===== config.mk =====
export PLATFORM = sky130hd
export DESIGN_NAME = dual_timer_prescaled_modes
export DESIGN_NICKNAME = d
export VERILOG_FILES = /design/src/hw/rtl/dtpm_pkg.sv /design/src/hw/rtl/dtpm_cfg.sv /design/src/hw/rtl/dtpm_step.sv /design/src/hw/rtl/dual_timer_prescaled_modes.sv
export VERILOG_INCLUDE_DIRS = /design/src /design/src/hw/rtl
export SDC_FILE = /design/constraint.sdc
export NUM_CORES = 1
export LEC_CHECK = 0
export CAP_MARGIN = 25
export CELL_PAD_IN_SITES_DETAIL_PLACEMENT = 0
export CELL_PAD_IN_SITES_GLOBAL_PLACEMENT = 2
export CORE_AREA = 2 2 187 116
export CTS_CLUSTER_SIZE = 16
export DETAILED_ROUTE_END_ITERATION = 10
export DIE_AREA = 0 0 189 118
export DONT_BUFFER_PORTS = 1
export GPL_TIMING_DRIVEN = 0
export PLACE_DENSITY_LB_ADDON = 0.3
export SETUP_SLACK_MARGIN = 0.1
export SLEW_MARGIN = 30
export SYNTH_ARGS = -nofsm -noshare
export SYNTH_HDL_FRONTEND = slang
export SYNTH_SLANG_ARGS = --single-unit

===== constraint.sdc =====
create_clock -name clk -period 9.2 [get_ports clk]
set_input_delay 1.84 -clock clk [delete_from_list [all_inputs] [get_ports clk]]
set_output_delay 1.84 -clock clk [all_outputs]
set_load 0.02 [all_outputs]

===== src/hw/rtl/dual_timer_prescaled_modes_defines.svh =====
// Assertion macros for the dual prescaled timer block.
// Included by the modules that carry assertions; compiled out when SYNTH is set.
`ifndef DUAL_TIMER_PRESCALED_MODES_DEFINES_SVH
`define DUAL_TIMER_PRESCALED_MODES_DEFINES_SVH
`ifndef SYNTH
// same-cycle implication, sampled on clk, off during reset
`define DTPM_ASSERT_SAME(label, ante, cons) \
  label: assert property (@(posedge clk) disable iff (!rst_n) (ante) |-> (cons)) \
    else $error("dtpm assertion failed");
// next-cycle implication
`define DTPM_ASSERT_NEXT(label, ante, cons) \
  label: assert property (@(posedge clk) disable iff (!rst_n) (ante) |=> (cons)) \
    else $error("dtpm assertion failed");
`else
`define DTPM_ASSERT_SAME(label, ante, cons)
`define DTPM_ASSERT_NEXT(label, ante, cons)
`endif
`endif


===== src/hw/rtl/dtpm_pkg.sv =====
// Shared types and constants for the dual prescaled timer block.
// No dependencies; used by dtpm_cfg, dtpm_step and the top level.
package dtpm_pkg;

  localparam int TICK_BITS_DEF = 16;
  localparam int ELAPSED_W     = 16;
  localparam int CNT_W         = 8;
  localparam int APB_AW        = 5;
  localparam int APB_DW        = 32;

  typedef enum logic [1:0] {
    CMD_TICK  = 2'd0,
    CMD_LOAD0 = 2'd1,
    CMD_LOAD1 = 2'd2,
    CMD_CLEAR = 2'd3
  } cmd_t;

  typedef enum logic [1:0] {
    MODE_ADD          = 2'd0,
    MODE_INDEP        = 2'd1,
    MODE_CASCADE      = 2'd2,
    MODE_CASCADE_FLAG = 2'd3
  } mode_t;

  typedef enum logic [2:0] {
    REG_MODE      = 3'd0,
    REG_T0_SHORT  = 3'd1,
    REG_T0_WIDE   = 3'd2,
    REG_T1_DIV    = 3'd3,
    REG_T0_EN     = 3'd4,
    REG_T1_EN     = 3'd5
  } reg_idx_t;

  typedef struct packed {
    mode_t      mode;
    logic [1:0] t0_div_short;
    logic [2:0] t0_div_wide;
    logic [1:0] t1_div;
    logic       t0_en;
    logic       t1_en;
  } cfg_t;

  typedef struct packed {
    logic             irq;
    logic [CNT_W-1:0] t0_count;
    logic [CNT_W-1:0] t1_count;
    logic             t0_flag;
    logic             t1_flag;
  } res_t;

endpackage


===== src/hw/rtl/dtpm_cfg.sv =====
// APB-style register file for timer mode, dividers and enables.
// Depends on dtpm_pkg.
module dtpm_cfg (
  input  logic                          clk,
  input  logic                          rst_n,
  input  logic                          psel,
  input  logic                          penable,
  input  logic                          pwrite,
  input  logic [dtpm_pkg::APB_AW-1:0]   paddr,
  input  logic [dtpm_pkg::APB_DW-1:0]   pwdata,
  output logic [dtpm_pkg::APB_DW-1:0]   prdata,
  output logic                          pready,
  output dtpm_pkg::cfg_t                cfg
);
  import dtpm_pkg::*;

  cfg_t     cfg_r;
  reg_idx_t idx;
  logic     wr_en;

  assign idx    = reg_idx_t'(paddr[APB_AW-1:2]);
  assign wr_en  = psel && penable && pwrite;
  assign pready = 1'b1;
  assign cfg    = cfg_r;

  always_ff @(posedge clk) begin
    if (!rst_n) begin
      cfg_r <= '0;
    end else if (wr_en) begin
      case (idx)
        REG_MODE:     cfg_r.mode         <= mode_t'(pwdata[1:0]);
        REG_T0_SHORT: cfg_r.t0_div_short <= pwdata[1:0];
        REG_T0_WIDE:  cfg_r.t0_div_wide  <= pwdata[2:0];
        REG_T1_DIV:   cfg_r.t1_div       <= pwdata[1:0];
        REG_T0_EN:    cfg_r.t0_en        <= pwdata[0];
        REG_T1_EN:    cfg_r.t1_en        <= pwdata[0];
        default: ;
      endcase
    end
  end

  always_comb begin
    prdata = '0;
    case (idx)
      REG_MODE:     prdata[1:0] = cfg_r.mode;
      REG_T0_SHORT: prdata[1:0] = cfg_r.t0_div_short;
      REG_T0_WIDE:  prdata[2:0] = cfg_r.t0_div_wide;
      REG_T1_DIV:   prdata[1:0] = cfg_r.t1_div;
      REG_T0_EN:    prdata[0]   = cfg_r.t0_en;
      REG_T1_EN:    prdata[0]   = cfg_r.t1_en;
      default:      prdata      = '0;
    endcase
  end

endmodule


===== src/hw/rtl/dtpm_step.sv =====
// Timer state registers and the one-word update for tick, load and clear.
// Depends on dtpm_pkg; the state registers double as the result count/flag outputs.
module dtpm_step #(
  parameter int TICK_BITS = dtpm_pkg::TICK_BITS_DEF
) (
  input  logic                            clk,
  input  logic                            rst_n,
  input  dtpm_pkg::cfg_t                  cfg,
  input  logic                            step_en,
  input  dtpm_pkg::cmd_t                  cmd,
  input  logic [dtpm_pkg::ELAPSED_W-1:0]  elapsed,
  input  logic [dtpm_pkg::CNT_W-1:0]      wv,
  output logic                            irq_nxt,
  output dtpm_pkg::res_t                  state
);
  import dtpm_pkg::*;

  localparam int EffW = (TICK_BITS < ELAPSED_W) ? TICK_BITS : ELAPSED_W;
  localparam logic [ELAPSED_W-1:0] TickMask = ELAPSED_W'((32'd1 << EffW) - 32'd1);

  logic [CNT_W-1:0] rest0_r, rest0_nxt, rest1_r, rest1_nxt;
  logic [CNT_W-1:0] v0_r, v0_nxt, v1_r, v1_nxt;
  logic [1:0]       st_r, st_nxt;

  logic [ELAPSED_W-1:0] el;
  logic [3:0]           sh0, sh1;
  logic [ELAPSED_W:0]   tot0, tot1, inc0, inc1;
  logic [ELAPSED_W+1:0] val0, val1;
  logic [10:0]          high;
  logic                 ovf0;

  assign el = elapsed & TickMask;

  always_comb begin
    rest0_nxt = rest0_r;
    rest1_nxt = rest1_r;
    v0_nxt    = v0_r;
    v1_nxt    = v1_r;
    st_nxt    = st_r;
    irq_nxt   = 1'b0;

    sh0  = (cfg.mode == MODE_INDEP) ? {2'b00, cfg.t0_div_short} + 4'd1
                                    : {1'b0, cfg.t0_div_wide} + 4'd1;
    tot0 = {{(ELAPSED_W+1-CNT_W){1'b0}}, rest0_r} + {1'b0, el};
    inc0 = tot0 >> sh0;
    val0 = {{(ELAPSED_W+2-CNT_W){1'b0}}, v0_r} + {1'b0, inc0};
    ovf0 = |val0[ELAPSED_W+1:CNT_W];
    high = {3'b000, v1_r} + {1'b0, val0[CNT_W+9:CNT_W]};

    sh1  = {1'b0, cfg.t1_div, 1'b0} + 4'd2;
    tot1 = {{(ELAPSED_W+1-CNT_W){1'b0}}, rest1_r} + {1'b0, el};
    inc1 = tot1 >> sh1;
    val1 = {{(ELAPSED_W+2-CNT_W){1'b0}}, v1_r} + {1'b0, inc1};

    case (cmd)
      CMD_TICK: begin
        if (cfg.t0_en) begin
          rest0_nxt = CNT_W'(tot0 & ((17'd1 << sh0) - 17'd1));
          if (!cfg.mode[1]) begin
            if (ovf0 && (cfg.mode == MODE_INDEP || cfg.t1_en)) begin
              st_nxt[0] = 1'b1;
              irq_nxt   = 1'b1;
            end
            // add-reload mode folds timer1 into timer0 each tick
            v0_nxt = (cfg.mode == MODE_ADD) ? val0[CNT_W-1:0] + v1_r : val0[CNT_W-1:0];
          end else begin
            v0_nxt = val0[CNT_W-1:0];
            if (ovf0) begin
              if (cfg.mode == MODE_CASCADE_FLAG) begin
                st_nxt[0] = 1'b1;
                irq_nxt   = 1'b1;
              end
              // full lap count carries into timer1
              if (cfg.mode == MODE_CASCADE || cfg.t1_en) begin
                v1_nxt = high[CNT_W-1:0];
                if (|high[10:CNT_W]) begin
                  st_nxt[1] = 1'b1;
                  if (cfg.mode == MODE_CASCADE) irq_nxt = 1'b1;
                end
              end
            end
          end
        end
        if (cfg.t1_en && cfg.mode == MODE_INDEP) begin
          rest1_nxt = CNT_W'(tot1 & ((17'd1 << sh1) - 17'd1));
          v1_nxt    = val1[CNT_W-1:0];
          if (|val1[ELAPSED_W+1:CNT_W]) begin
            st_nxt[1] = 1'b1;
            irq_nxt   = 1'b1;
          end
        end
      end
      CMD_LOAD0: v0_nxt = wv;
      CMD_LOAD1: v1_nxt = wv;
      CMD_CLEAR: st_nxt = st_r & ~wv[1:0];
      default: ;
    endcase
  end

  always_ff @(posedge clk) begin
    if (!rst_n) begin
      rest0_r <= '0;
      rest1_r <= '0;
      v0_r    <= '0;
      v1_r    <= '0;
      st_r    <= '0;
    end else if (step_en) begin
      rest0_r <= rest0_nxt;
      rest1_r <= rest1_nxt;
      v0_r    <= v0_nxt;
      v1_r    <= v1_nxt;
      st_r    <= st_nxt;
    end
  end

  assign state.irq      = 1'b0;
  assign state.t0_count = v0_r;
  assign state.t1_count = v1_r;
  assign state.t0_flag  = st_r[0];
  assign state.t1_flag  = st_r[1];

endmodule


===== src/hw/rtl/dual_timer_prescaled_modes.sv =====
// Dual 8-bit prescaled timer pair with four modes: top level and handshake.
// Depends on dtpm_pkg, dtpm_cfg, dtpm_step and dual_timer_prescaled_modes_defines.svh.
//
// Usage:
//   Input channel (in_valid / in_stall) takes one command word: tick with an
//   elapsed clock count, load timer0, load timer1, or clear status bits.
//   Result channel (out_valid / out_stall) returns one word per command: the
//   interrupt request for this step, both timer counts and both sticky flags.
//   Configuration goes through the APB-style port (psel ... pready), registers
//   at byte address 4*i; pready is tied high. Write it only while idle.
// Timing:
//   A word is held in the input register, then executed into the timer state /
//   result register when the result register may advance; its result is valid
//   from then on. One word per cycle is sustained while out_stall is low; the
//   timer update is combinational between the two registers.
// Reset (rst_n, synchronous): clears config, counts, prescaler remainders and
//   flags, and empties the pipe.
// Stall: while out_stall holds a result, the input register keeps one more
//   word and then in_stall rises; nothing is lost or repeated.
module dual_timer_prescaled_modes #(
  parameter int TICK_BITS = dtpm_pkg::TICK_BITS_DEF
) (
  input  logic                            clk,
  input  logic                            rst_n,
  input  logic                            in_valid,
  output logic                            in_stall,
  input  logic [1:0]                      in_command,
  input  logic [dtpm_pkg::ELAPSED_W-1:0]  in_elapsed_ticks,
  input  logic [dtpm_pkg::CNT_W-1:0]      in_write_value,
  output logic                            out_valid,
  input  logic                            out_stall,
  output logic                            out_interrupt_request,
  output logic [dtpm_pkg::CNT_W-1:0]      out_timer0_count,
  output logic [dtpm_pkg::CNT_W-1:0]      out_timer1_count,
  output logic                            out_timer0_flag,
  output logic                            out_timer1_flag,
  input  logic                            psel,
  input  logic                            penable,
  input  logic                            pwrite,
  input  logic [dtpm_pkg::APB_AW-1:0]     paddr,
  input  logic [dtpm_pkg::APB_DW-1:0]     pwdata,
  output logic [dtpm_pkg::APB_DW-1:0]     prdata,
  output logic                            pready
);
  import dtpm_pkg::*;
  `include "dual_timer_prescaled_modes_defines.svh"

  cfg_t cfg;
  res_t state;

  logic                 s1_valid_r;
  cmd_t                 s1_cmd_r;
  logic [ELAPSED_W-1:0] s1_el_r;
  logic [CNT_W-1:0]     s1_wv_r;
  logic                 out_valid_r;
  logic                 irq_r;
  logic                 irq_nxt;
  logic                 advance;
  logic                 step_en;
  logic                 accept;

  assign advance  = !out_valid_r || !out_stall;
  assign in_stall = s1_valid_r && !advance;
  assign accept   = in_valid && !in_stall;
  assign step_en  = s1_valid_r && advance;

  dtpm_cfg u_cfg (
    .clk     (clk),
    .rst_n   (rst_n),
    .psel    (psel),
    .penable (penable),
    .pwrite  (pwrite),
    .paddr   (paddr),
    .pwdata  (pwdata),
    .prdata  (prdata),
    .pready  (pready),
    .cfg     (cfg)
  );

  dtpm_step #(
    .TICK_BITS (TICK_BITS)
  ) u_step (
    .clk     (clk),
    .rst_n   (rst_n),
    .cfg     (cfg),
    .step_en (step_en),
    .cmd     (s1_cmd_r),
    .elapsed (s1_el_r),
    .wv      (s1_wv_r),
    .irq_nxt (irq_nxt),
    .state   (state)
  );

  always_ff @(posedge clk) begin
    if (!rst_n) begin
      s1_valid_r  <= 1'b0;
      out_valid_r <= 1'b0;
    end else begin
      if (accept) begin
        s1_valid_r <= 1'b1;
      end else if (advance) begin
        s1_valid_r <= 1'b0;
      end
      if (advance) begin
        out_valid_r <= s1_valid_r;
      end
    end
  end

  // payload registers, no reset needed
  always_ff @(posedge clk) begin
    if (!in_stall) begin
      s1_cmd_r <= cmd_t'(in_command);
      s1_el_r  <= in_elapsed_ticks;
      s1_wv_r  <= in_write_value;
    end
    if (step_en) begin
      irq_r <= irq_nxt;
    end
  end

  assign out_valid             = out_valid_r;
  assign out_interrupt_request = irq_r;
  assign out_timer0_count      = state.t0_count;
  assign out_timer1_count      = state.t1_count;
  assign out_timer0_flag       = state.t0_flag;
  assign out_timer1_flag       = state.t1_flag;

  // an interrupt always comes with a sticky flag
  `DTPM_ASSERT_SAME(a_irq_has_flag, out_valid_r && irq_r, state.t0_flag || state.t1_flag)
  // full clear leaves both flags low in the result
  `DTPM_ASSERT_NEXT(a_clear_all, step_en && s1_cmd_r == CMD_CLEAR && s1_wv_r[1:0] == 2'b11, !state.t0_flag && !state.t1_flag)
  // load of timer0 shows up in the next result
  `DTPM_ASSERT_NEXT(a_load0, step_en && s1_cmd_r == CMD_LOAD0, out_valid_r && state.t0_count == $past(s1_wv_r))
  // non-tick commands never interrupt
  `DTPM_ASSERT_NEXT(a_no_irq_cmd, step_en && s1_cmd_r != CMD_TICK, !irq_r)

endmodule


== Yosys cells after proc, flatten, opt, wreduce, memory -nomap -nowiden ==
Cells that the tools add are included.
Storage, ports and cells
  output and inout port bits: 54
  register bits: 74
Operators by class
  eq/ne operators: 19
  add/subtract/negate cells: 11
  bitwise logic cells: 4
  mux-type cells: 37
  shifts and indexed selects: 4
  reduce and logical (&&, ||, !) cells: 36
Operator list (number)
  8-bit 2-to-1 mux: 8
  8-bit by 17-bit adder with 18-bit output: 2
  8-bit by 16-bit adder with 17-bit output: 2
  17-bit by 4-bit >> shifter with 17-bit output: 2
  8-bit case mux with 2 select lines: 2
  1-bit 2-to-1 mux: 21
  10-bit OR reduction: 2
  8-bit bitwise AND: 2
  1-bit by 4-bit left shift with 8-bit output, first input constant: 2
  8-bit by 1-bit subtractor with 8-bit output, second input constant: 2
  3-bit by 2-bit != test with 1-bit output, second input constant: 5
  2-bit AND reduction: 7
  6-bit AND reduction: 2
  8-bit by 10-bit adder with 11-bit output: 1
  3-bit AND reduction: 3
  8-bit adder: 1
  2-bit == test, second input constant: 4
  2-bit nonzero test: 4
  1-bit logical AND: 7
  3-bit by 2-bit == test with 1-bit output, second input constant: 2
  3-bit == test, second input constant: 2
  3-bit by 1-bit != test with 1-bit output, second input constant: 2
  1-bit case mux with 6 select lines: 1
  3-bit by 1-bit adder with 4-bit output, second input constant: 1
  16 further kinds: 24

== Logic depth before layout (Yosys ltp) ==
  word-level depth: 14
  mapped depth: 34

== Hierarchy ==
From an unflattened synthesis, not the netlist that was laid out.
Unflattened totals
  cells, all modules: 968
  area, all modules: 7619.8 sq um
Modules (own cells, without submodules)
  dtpm_step: cells an instance 847, sequential area each 680.7 sq um, times used 1, area each 5938.2 sq um
  dual_timer_prescaled_modes: cells an instance 35, sequential area each 850.8 sq um, times used 1, area each 890.9 sq um
  dtpm_cfg: cells an instance 86, sequential area each 220.2 sq um, times used 1, area each 790.8 sq um

== Least setup slack after synthesis ==
No wires, ideal clock.
  path kind: register to register
  start point: register s1_el_r[0]
  end point: register irq_r, in the netlist out_interrupt_request, data pin
  required time: 8940 ps
  library setup time: 260 ps
  period minus slack after synthesis: 6718 ps
  path buffers: 0
  arrival time: 6458 ps
  slack: 2482 ps
  cell stages (with the launch flop): 33
  cell sequence: edfxtp_1 > ha_1 > fa_1 > a211oi_1 > o211ai_2 > o2111ai_1 > a21boi_0 > a2111o_1 > nand2b_1 > nor2_1 > o21ai_0 > o21ai_0 > ha_1 > inv_1 > fa_1 > nor2b_1 > o21ai_0 > a21boi_0 > o21ai_0 > a21oi_1 > nor2_1 > o32ai_4 > xor2_1 > ha_1 > a21oi_1 > o21bai_1 > a21oi_1 > o21bai_1 > a21oi_1 > or3b_1 > a21o_1 > a211oi_1 > nor3_1
Between the ends
  word-level cells in the longest chain between the ends: 12
  elaborated cells on any way between the ends: 19
  classes of those cells: add/sub (5); shift (2); mux (8); reduce/logical (4)
Ends and longest elaborated chain
  start: declaration: line dual_timer_prescaled_modes.sv:53  | logic [ELAPSED_W-1:0] s1_el_r;
  start signal: assignment: line dual_timer_prescaled_modes.sv:114  | s1_el_r <= in_elapsed_ticks;
  8-bit by 16-bit adder with 17-bit output: line dtpm_step.sv:44  | tot0 = {{(ELAPSED_W+1-CNT_W){1'b0}}, rest0_r} + {1'b0, el};
  17-bit by 4-bit >> shifter with 17-bit output: line dtpm_step.sv:45  | inc0 = tot0 >> sh0;
  8-bit by 17-bit adder with 18-bit output: line dtpm_step.sv:46  | val0 = {{(ELAPSED_W+2-CNT_W){1'b0}}, v0_r} + {1'b0, inc0};
  8-bit by 10-bit adder with 11-bit output: line dtpm_step.sv:48  | high = {3'b000, v1_r} + {1'b0, val0[CNT_W+9:CNT_W]};
  3-bit OR reduction: line dtpm_step.sv:76  | if (|high[10:CNT_W]) begin
  1-bit 2-to-1 mux: line dtpm_step.sv:76
  1-bit 2-to-1 mux: line dtpm_step.sv:74  | if (cfg.mode == MODE_CASCADE || cfg.t1_en) begin
  1-bit 2-to-1 mux: line dtpm_step.sv:68  | if (ovf0) begin
  1-bit 2-to-1 mux: line dtpm_step.sv:59  | if (!cfg.mode[1]) begin
  1-bit 2-to-1 mux: line dtpm_step.sv:57  | if (cfg.t0_en) begin
  1-bit 2-to-1 mux: line dtpm_step.sv:87  | if (|val1[ELAPSED_W+1:CNT_W]) begin
  1-bit 2-to-1 mux (*): line dtpm_step.sv:84  | if (cfg.t1_en && cfg.mode == MODE_INDEP) begin
  end signal: assignment: line dual_timer_prescaled_modes.sv:118  | irq_r <= irq_nxt;
  end: declaration: line dual_timer_prescaled_modes.sv:56  | logic irq_r;
Mark *: on every way between the ends. The rest lies on a longest branch, timed or not.
A chain may end at the register's enable or synchronous reset.

== Worst setup path in the final report ==
Same ends and word-level chain as after synthesis.

==> reports/metrics.yaml <==
status: "finished, final reports clean"
avgSynthCellArea_um2: 7.99
fin_crit_sh_pct: 87.1
io_pins: 124
wl_per_cell_um: 19.9
antenna_found_initial: 1
start_util_pct: 37.4
critPathKind: "reg2reg"
endpoint_kind: "register"
portBuffers: 0
grt_pass1_wl_um: 39000
grt_setup_unrepaired: "false"
cts_max_level: 3
hold_path.class: "reg2reg"
worstMarginPinSlew_ns: 0.919
synth_top_cells_by_count: "101 x nand2_1, 92 x nor2_1, 77 x a21oi_1"
cts_setup_buffers: 0
die_x_um: 189
ir_drop_mv: 0.0909
synth-edff-count: 27
fp.coreArea_um2: 20600
path_max_fanout: 8
clkSinkCount: 74
area_growth_pct: 10.4
overflow: 0
cp_slowest_cell: "a211oi_1"
grt_pass1_vias: 6325
synth-seq-cells: 74
nets: 1132
p_leak_uw: 0.00341
clockRootBuffer: "clkbuf_16"
clk_pin_slew_ns: 0.07
drive_above_1_share_pct: 9.63
yosys_warnings: 0
skew_ns: 0.0128
slew_viol_final: 0
powerDensity_nw_per_um2: 111
synth_top_area_share_pct: 12.2
drc_errors: 0
n_antenna_cell: 0
dieArea_um2: 22300
synth-seq-area-share_pct: 22.8
finalHoldViolCount: 0
yosys-top-cells-area: "dfxtp_1 12%, edfxtp_1 11%, ha_1 8.8%"
wl_um: 25600
cts_buffers: 9
arrival_ns: 8.13
grt_max_degree: 17
synth_cells: 962
dp_hpwl_um: 20700
ctsResizeCount: 0
cts_buffer_depth: 2
synth.distinct_cells: 82
finalSetupViolCount: 0
clk_latency_ns: 0.36
tns_ns: 0
drtIter0Drc: 615
ant_nets: 0
max_cap_violations: 0
ff2ff_setup_slack_ns: 1.18
grt_usage_pct: 23.0
place.gp.congestion: 0.881
num_vias: 7102
cp-start-kind: "register"
min_period_ns: 8.02
max_freq_ghz: 0.125
slowest_delay_ns: 0.46
hold_slack_ns: 0.459
tritoncts: "done"
synth-main-ff-cell: "dfxtp_1"
synthArstFlopShare_pct: 0
dr.pass1.iters: 5
synth_area_um2: 7680
cp_data_required_time_ns: 9.31
via_per_inst: 5.52
cts_hold_buf: 0
yosysTopAreaCell: "dfxtp_1"
slew-limit-headroom_pct: 38.5
yosys.cell_count.top_type: "nand2_1"
floorplan.rows: 41
die_y_um: 118
[cells by family after synthesis]
family	share of synthesized area (%)
flip-flops	22.8
AO/OA/AOI/OAI	24.8
other	0.0977
XOR/XNOR	6.15
AND/OR/NAND/NOR	20.5
adder cells (fa/ha/maj)	10.4
buffers and inverters	6.74
multiplexers	8.61
[registers in the layout, summed over array words and instances, names as in the netlist]
register / flops
s1_el_r: 16
u_cfg.cfg: 11
s1_wv_r: 8
u_step.rest0_r: 8
u_step.rest1_r: 8
u_step.v0_r: 8
u_step.v1_r: 8
s1_cmd_r: 2
u_step.st_r: 2
out_interrupt_request: 1
out_valid: 1
s1_valid_r: 1
[final timing paths]
| kind | startpoint | to | depth (start not counted) |
|---|---|---|---|
| setup / recovery | s1_el_r[0] | out_interrupt_request | 32 |
| hold / removal | u_step.rest0_r[0] | u_step.rest0_r[0] | 2 |
| setup reg to reg | s1_el_r[0] | out_interrupt_request | 32 |
| hold reg to reg | u_step.rest0_r[0] | u_step.rest0_r[0] | 2 |
[layer usage]
layer | vias to the layer above | share of wire (%) | GRT usage [%]
li1 | 3558 | - | -
met1 | 3260 | 54 | 38.4
met2 | 271 | 35 | 28.1
met3 | 13 | 10 | 6.05
met4 | 0 | 0.74 | 4.15
met5 | - | 0 | 0
[cell type report]
type	instances	area (µm²)
plain buffers	74	405
clock buffers	12	267
clock inverters	4	48.8
fillers	2110	12100
inverters	30	113
multi-input cells	812	5530
flip-flops and latches	74	1750
well taps	279	349
repair buffers	1	15.0
[stage by stage]
stage / util (%) / area (µm²) / std cells / power, µW / worst slack, ns
after global placement: 39.6 / 8140 / 1269 / 562 / 1.21
after detailed placement: 39.7 / 8160 / 1270 / 561 / 1.29
final: 41.2 / 8480 / 1286 / 943 / 1.18
after global routing: 41.2 / 8480 / 1286 / 980 / 0.532
after CTS: 41.2 / 8480 / 1286 / 945 / 1.23
after floorplan: - / 7790 / 990 / 513 / 2.48
[power by group]
part           internal [µW]  switching, µW  total [µW]
clock                    232            152         384
sequential               349           15.5         365
combinational           74.2            120         194
[layout by cell type (no fill, tap or decap), types with 15 or more instances in the layout]
cell	count
ha_1	54
inv_1	30
nand2_1	101
edfxtp_1	27
dfxtp_1	47
clkbuf_1	29
nand4_1	15
conb_1	30
o21ai_0	66
nand3_1	32
nor2_1	91
buf_4	32
a211oi_1	20
xnor2_1	41
a21oi_1	76
mux2i_1	46
a21o_1	16
nor3_1	19
[critical path, delay by kind of cell (launching register included)]
kind	cells	cell delay (ns)
AO/OA/AOI/OAI	16	3.45
buffers and inverters	1	0.05
multiplexers	1	0.38
flip-flops	1	0.44
AND/OR/NAND/NOR	8	1.33
XOR/XNOR	1	0.42
adder cells (fa/ha/maj)	5	1.70
No activity file was read; power rests on OpenSTA's default activity.
